File: config.mk
export PLATFORM = sky130hd
export DESIGN_NAME = bns_div
export DESIGN_NICKNAME = d
export VERILOG_FILES = /design/src/rtl/core/bns_pkg.sv /design/src/rtl/core/bns_div.sv
export SDC_FILE = /design/constraint.sdc
export NUM_CORES = 1
export LEC_CHECK = 0
export ABC_AREA = 0
export BUFFER_PORTS_ARGS = -buffer_cell sky130_fd_sc_hd__buf_2
export CELL_PAD_IN_SITES_DETAIL_PLACEMENT = 0
export CELL_PAD_IN_SITES_GLOBAL_PLACEMENT = 1
export CORE_MARGIN = 2
export CORE_UTILIZATION = 47
export CTS_BUF_LIST = sky130_fd_sc_hd__clkbuf_8
export DETAILED_ROUTE_END_ITERATION = 12
export PLACE_DENSITY = 0.88
export SYNTH_ARGS = -nofsm -noshare
export SYNTH_HDL_FRONTEND = slang
export SYNTH_SLANG_ARGS = --single-unit
export TNS_END_PERCENT = 30
File: constraint.sdc
create_clock -name aclk -period 7.3 [get_ports aclk]
set_input_delay 0.73 -clock aclk [delete_from_list [all_inputs] [get_ports aclk]]
set_output_delay 0.73 -clock aclk [all_outputs]
set_load 0.01 [all_outputs]
File: src/rtl/core/bns_pkg.sv
`default_nettype none

package bns_pkg;

    localparam int STORE_BYTES     = 65536;
    localparam int PALETTE_ENTRIES = 256;
    localparam int STORE_AW        = $clog2(STORE_BYTES);
    localparam int PAL_AW          = (PALETTE_ENTRIES > 2) ? $clog2(PALETTE_ENTRIES) : 1;

    localparam int SRC_W      = 14;
    localparam int SCR_W      = 13;
    localparam int COORD_W    = 12;
    localparam int INDEX_W    = 16;
    localparam int DATA_W     = 24;
    localparam int COLOUR_W   = 24;
    localparam int BYTE_W     = 8;
    localparam int BPP_W      = 3;

    localparam int QUOT_W     = SRC_W;
    localparam int DIVIDEND_W = COORD_W + SRC_W;
    localparam int DIVISOR_W  = SCR_W;
    localparam int DIV_CNT_W  = $clog2(QUOT_W + 1);

    localparam int STRIDE_W   = SRC_W + BPP_W;
    localparam int SXB_W      = QUOT_W + BPP_W;
    localparam int ADDR_W     = SRC_W + STRIDE_W + 1;

    localparam int APB_AW     = 5;
    localparam int APB_DW     = 32;
    localparam int REG_IDX_W  = 3;

    localparam logic [1:0] CMD_PAL_WR = 2'd0;
    localparam logic [1:0] CMD_PIX_WR = 2'd1;
    localparam logic [1:0] CMD_READ   = 2'd2;

    localparam logic [1:0] FMT_PAL8  = 2'd0;
    localparam logic [1:0] FMT_RGB24 = 2'd1;

    localparam logic [REG_IDX_W-1:0] REG_SRC_WIDTH  = 3'd0;
    localparam logic [REG_IDX_W-1:0] REG_SRC_HEIGHT = 3'd1;
    localparam logic [REG_IDX_W-1:0] REG_PIX_FMT    = 3'd2;
    localparam logic [REG_IDX_W-1:0] REG_BOTTOM_UP  = 3'd3;
    localparam logic [REG_IDX_W-1:0] REG_SCR_WIDTH  = 3'd4;
    localparam logic [REG_IDX_W-1:0] REG_SCR_HEIGHT = 3'd5;

    typedef enum logic [3:0] {
        ST_IDLE,
        ST_CHK,
        ST_DIV,
        ST_ROW,
        ST_MUL,
        ST_ADDR,
        ST_B0,
        ST_B1,
        ST_B2,
        ST_B3,
        ST_PAL,
        ST_DONE
    } state_t;

endpackage

`default_nettype wire

File: src/rtl/core/bns_div.sv
`default_nettype none

module bns_div (
    input  logic                              aclk,
    input  logic                              aresetn,
    input  logic                              start,
    input  logic [bns_pkg::DIVIDEND_W-1:0]    dividend,
    input  logic [bns_pkg::DIVISOR_W-1:0]     divisor,
    output logic [bns_pkg::QUOT_W-1:0]        quotient,
    output logic                              done
);

    logic [bns_pkg::DIVISOR_W-1:0] rem_reg;
    logic [bns_pkg::DIVISOR_W-1:0] dvs_reg;
    logic [bns_pkg::QUOT_W-1:0]    quo_reg;
    logic [bns_pkg::DIV_CNT_W-1:0] cnt_reg;
    logic                          done_reg;
    logic [bns_pkg::DIVISOR_W:0]   trial;
    logic [bns_pkg::DIVISOR_W:0]   diff;
    logic                          fits;

    // quotient is known to fit, so the upper dividend bits start as remainder
    assign trial = {rem_reg, quo_reg[bns_pkg::QUOT_W-1]};
    assign fits  = trial >= {1'b0, dvs_reg};
    assign diff  = trial - {1'b0, dvs_reg};

    always_ff @(posedge aclk) begin
        if (!aresetn) begin
            cnt_reg  <= '0;
            done_reg <= 1'b0;
        end else if (start) begin
            cnt_reg  <= bns_pkg::DIV_CNT_W'(bns_pkg::QUOT_W);
            done_reg <= 1'b0;
        end else if (cnt_reg != '0) begin
            cnt_reg <= cnt_reg - 1'b1;
            if (cnt_reg == bns_pkg::DIV_CNT_W'(1)) begin
                done_reg <= 1'b1;
            end
        end
    end

    always_ff @(posedge aclk) begin
        if (start) begin
            rem_reg <= bns_pkg::DIVISOR_W'(dividend >> bns_pkg::QUOT_W);
            quo_reg <= dividend[bns_pkg::QUOT_W-1:0];
            dvs_reg <= divisor;
        end else if (cnt_reg != '0) begin
            rem_reg <= fits ? diff[bns_pkg::DIVISOR_W-1:0] : trial[bns_pkg::DIVISOR_W-1:0];
            quo_reg <= {quo_reg[bns_pkg::QUOT_W-2:0], fits};
        end
    end

    assign quotient = quo_reg;
    assign done     = done_reg;

endmodule

`default_nettype wire

[After elaboration in Yosys (flattened, before gate mapping)]
Index checks and enable logic that the tools add are counted.
Storage, ports and cells
  output and inout bits: 15
  bits in registers: 45
  word-level logic and storage cells: 23
  input bits: 42
Operators by class
  bitwise gates (word level): 1
  muxes and demuxes: 7
  order comparisons: 1
  reduce and logical (&&, ||, !) cells: 4
  $add $sub $neg: 2
  equality and inequality tests: 1
Operators with widths (count)
  $mux W14: 2
  $mux W12: 2
  $ge A14 B13 Y1: 1
  $mux W13: 1
  $sub A13 B13 Y13: 1
  $mux W4: 2
  $eq A4 B1 Y1 const B: 1
  $reduce_bool A4 Y1: 1
  $sub A4 B1 Y4 const B: 1
  $reduce_and A2 Y1: 1
  $reduce_bool A2 Y1: 1
  $reduce_or A2 Y1: 1
  $not A1 Y1: 1

[Depth between registers and ports, before layout]
  depth after elaboration: 4
  depth in mapped cells: 11
  mapped depth without buffers: 10

[Worst setup path before layout]
OpenSTA, ideal clock, no wires.
  path type: reg2reg
  start: reg quo_reg (netlist bit quotient[13])
  end: reg quo_reg (netlist bit quotient[0]) (data pin)
  stages on the path, launching flop included: 11
  required time: 7.040 ns
  setup time: 0.260 ns
  data arrival time: 2.342 ns
  path buffers: 1
  clock period less this slack: 2.601 ns
  slack: 4.699 ns
  path through: edfxtp_1 inv_1 ha_1 inv_1 fa_1 a211oi_2 o21ai_2 a211oi_2 o21ai_2 buf_6 mux2_2
On the way
  longest elaborated chain between the ends: 3
RTL lines
  from (decl): line bns_div.sv:15  | logic [bns_pkg::QUOT_W-1:0] quo_reg;
  from (signal assigned): line bns_div.sv:45  | quo_reg <= dividend[bns_pkg::QUOT_W-1:0];
  from (signal assigned): line bns_div.sv:49  | quo_reg <= {quo_reg[bns_pkg::QUOT_W-2:0], fits};
  $ge A14 B13 Y1: line bns_div.sv:24  | assign fits = trial >= {1'b0, dvs_reg};
  $mux W14: line bns_div.sv:47  | end else if (cnt_reg != '0) begin
  $mux W14: line bns_div.sv:43  | if (start) begin
No other way between the ends. The select of a mux whose other input is x is not followed.
A chain may end at the register's enable or synchronous reset.

[Worst setup path in the final report]
  start: in start
  end: reg rem_reg[0] (netlist name) (enable)
On the way
  longest elaborated chain between the ends: 1
RTL lines
  from (decl): line bns_div.sv:6  | input logic start,
  $reduce_bool A2 Y1 (no source line)
  to (signal assigned): line bns_div.sv:44  | rem_reg <= bns_pkg::DIVISOR_W'(dividend >> bns_pkg::QUOT_W);
  to (signal assigned): line bns_div.sv:48  | rem_reg <= fits ? diff[bns_pkg::DIVISOR_W-1:0] : trial[bns_pkg::DIVISOR_W-1:0];
  to (decl): line bns_div.sv:13  | logic [bns_pkg::DIVISOR_W-1:0] rem_reg;
No other way between the ends.

==> impl_metrics.ini <==
[run_status]
status = finished clean

[worst_setup_path]
ff2ff_setup_slack_ns = 4.50
cp_max_fo = 39
cpMaxStageDelayCell = nand2_1
cp.depth = 3
critPathMaxStageDelay_ns = 0.97
critPathLaunchType = input pin
critPathKind = in2reg
crit_chain = buf_2, inv_1, nand2_1
crit_buf_inv = 2
crit_family = buffers and inverters
r2r_start = quotient[13]$_DFFE_PP_
rr_endpoint = rem_reg[9]$_DFFE_PP_
crit_path_end_kind = flop
required_ns = 7.22
ff2ff_path_depth = 10
arrival_ns = 2.89

[grt]
grt_pass1_vias = 1916
antenna_found_initial = 0
grt_overflow_total = 0
grt_usage_pct = 18.2
grt_pass1_wl_um = 8690
grt_max_degree = 40

[route]
first_pass_iters = 5
wirelength_um = 5050
vias = 1907
via_per_inst = 5.40
drc = 0
drtIter0Drc = 166
wl_per_cell_um = 14.3
ant_nets = 0

[final_layout]
post-route-cell-area_um2 = 2970
finalNetCount = 338
final.fill_count = 478
area_delta_synth_final_pct = 15.1
largest_reg_flops = 14
n_antenna_cell = 0
utilization_pct = 57.1
drive_gt1_share_pct = 30.7

[power]
irDropWorstVdd_v = 0.000152
leakagePower_nw = 1.28
total_power_mw = 0.993
power_density_nw_per_um2 = 334

[die]
initial_core_util_pct = 49.6
ios = 57
die_y_um = 78.1
fp.dieW_um = 78.1
num_rows = 26
dieArea_um2 = 6100
coreArea_um2 = 5200

[sta]
finalHoldViolCount = 0
finClkSkew_ns = 0.00758
post-route-period-util_pct = 40.7
setup-tns-final_ns = 0
period_needed_ns = 2.97
rsz0062_at_grt = false
relSlewSlack_pct = 26.0
maxSlewViolCount = 0
worstMarginPinSlew_ns = 1.11
finalSetupViolCount = 0
max_clock_freq_mhz = 336

[clock_tree]
cts_sinks = 45
clk_pin_slew_ns = 0.09
insertion_delay_ns = 0.30
cts_tree = yes
post-cts-setup-buffers = 0
hold_buffers = 0
clockBufferDepth = 2
cts-resized-gates = 0
cts_buffers = 5
cts-root-buf = clkbuf_8
htreeDepth = 2

[yosys]
synthArstFlopShare_pct = 0
synth_area_leader_cell = edfxtp_1
synth_xor_area_share_pct = 2.72
syn-num-nets = 283
ys.flop_type = edfxtp_1
synthTopCellsByArea = edfxtp_1 45%, ha_1 6.3%, mux2_2 6.1%
synth_area_um2 = 2580
netlist.area_leader.share_pct = 45.4
synthAdderAreaFrac_pct = 7.08
synth_top_family_by_area = compound AO/OA/AOI/OAI gates
yosys_warnings = 0
syn_inst = 227
synth.avg_cell_area_um2 = 11.4
yosysMostFrequentCell = edfxtp_1
synth-edff-count = 39
synth_mux_area_share_pct = 7.27
synth_compound_area_share_pct = 16.3
yosys-top-cells-count = 39 x edfxtp_1, 21 x nand2_1, 16 x inv_1, 14 x mux2_2, 14 x nor2_1
synthSimpleGateAreaFrac_pct = 11.7
ys_ff_latch = 45
synth_cell_types = 50
seq_area_frac_synth_pct = 50.0

[worst_hold_path]
hold_class = reg2reg
hold_path_depth = 2
holdPathEnd = done$_SDFFE_PP0P_
min-delay-start = done$_SDFFE_PP0P_

[placement]
place_area_um2 = 2880
dp_hpwl_um = 3570
gp_congestion = 0.776
port_buffers = 56

[job]
maxCapViolations = 0
[area by class of cell]
cell class	count	area, µm²	area share (%)
timing repair buffer	56	280	9.44
clock inverter	3	17.5	0.590
multi-input combinational	158	1160	39.2
tap	70	87.6	2.95
sequential	45	1290	43.5
inverter	16	60.1	2.02
clock buffer	5	68.8	2.32
[layout by cell type, fill, tap and decap left out, types with 3 or more instances in the layout]
cell type / n
a31oi_1: 7
dfxtp_1: 6
nor2_1: 14
o21ai_0: 6
nor3_1: 7
inv_1: 16
or3_1: 4
and3_1: 3
mux2i_1: 3
mux2_2: 14
a21oi_1: 10
edfxtp_1: 39
nand2_1: 21
clkbuf_8: 5
buf_2: 56
xor2_1: 3
xnor2_1: 5
o211ai_1: 4
ha_1: 13
a21o_1: 4
[worst max path at each step]
stage / from / to / slack, ns
6_report: start / rem_reg[0]$_DFFE_PP_ / 4.33
5_1_grt: start / rem_reg[4]$_DFFE_PP_ / 4.04
4_1_cts: start / rem_reg[5]$_DFFE_PP_ / 4.25
3_5_place_dp: start / rem_reg[3]$_DFFE_PP_ / 3.88
3_3_place_gp: start / rem_reg[3]$_DFFE_PP_ / 3.98
2_1_floorplan: quotient[13]$_DFFE_PP_ / quotient[0]$_DFFE_PP_ / 4.70
[cells by family (layout without fill, tap and decap cells)]
| logic type | count (synthesis) | in the layout |
|---|---|---|
| xor gates and xnor gates | 8 | 8 |
| adders and majority gates | 14 | 14 |
| DFF | 45 | 45 |
| AOI/OAI and AO/OA | 57 | 57 |
| muxes | 17 | 17 |
| and+or+nand+nor | 62 | 62 |
| buffers and inverters | 24 | 80 |
[routing by layer]
layer  global-route usage (%)  up-vias  wire length, µm
met5                        0        -                0
met4                     8.07        0               79
met3                     4.25       10              336
met2                     27.5       58             2240
met1                     25.0      873             2390
li1                         -      966                -
[through the flow]
step	hold WS, ns	setup slack, ns	instances
floorplan	0.469	4.70	227
CTS	0.478	4.25	353
global placement	0.451	3.98	345
detailed placement	0.456	3.88	345
global route	0.514	4.04	353
finish	0.473	4.33	353
[power by group]
part	internal (mW)	switching (mW)
Sequential	0.349	0.0313
Clock	0.0662	0.0855
Combinational	0.202	0.260
[worst min-delay path: stages (launching register included)]
cell,delay (ns)
dfxtp_1,0.34
a21oi_1,0.04
nor2_1,0.07
Note: power is estimated with default switching activity, not from simulation.
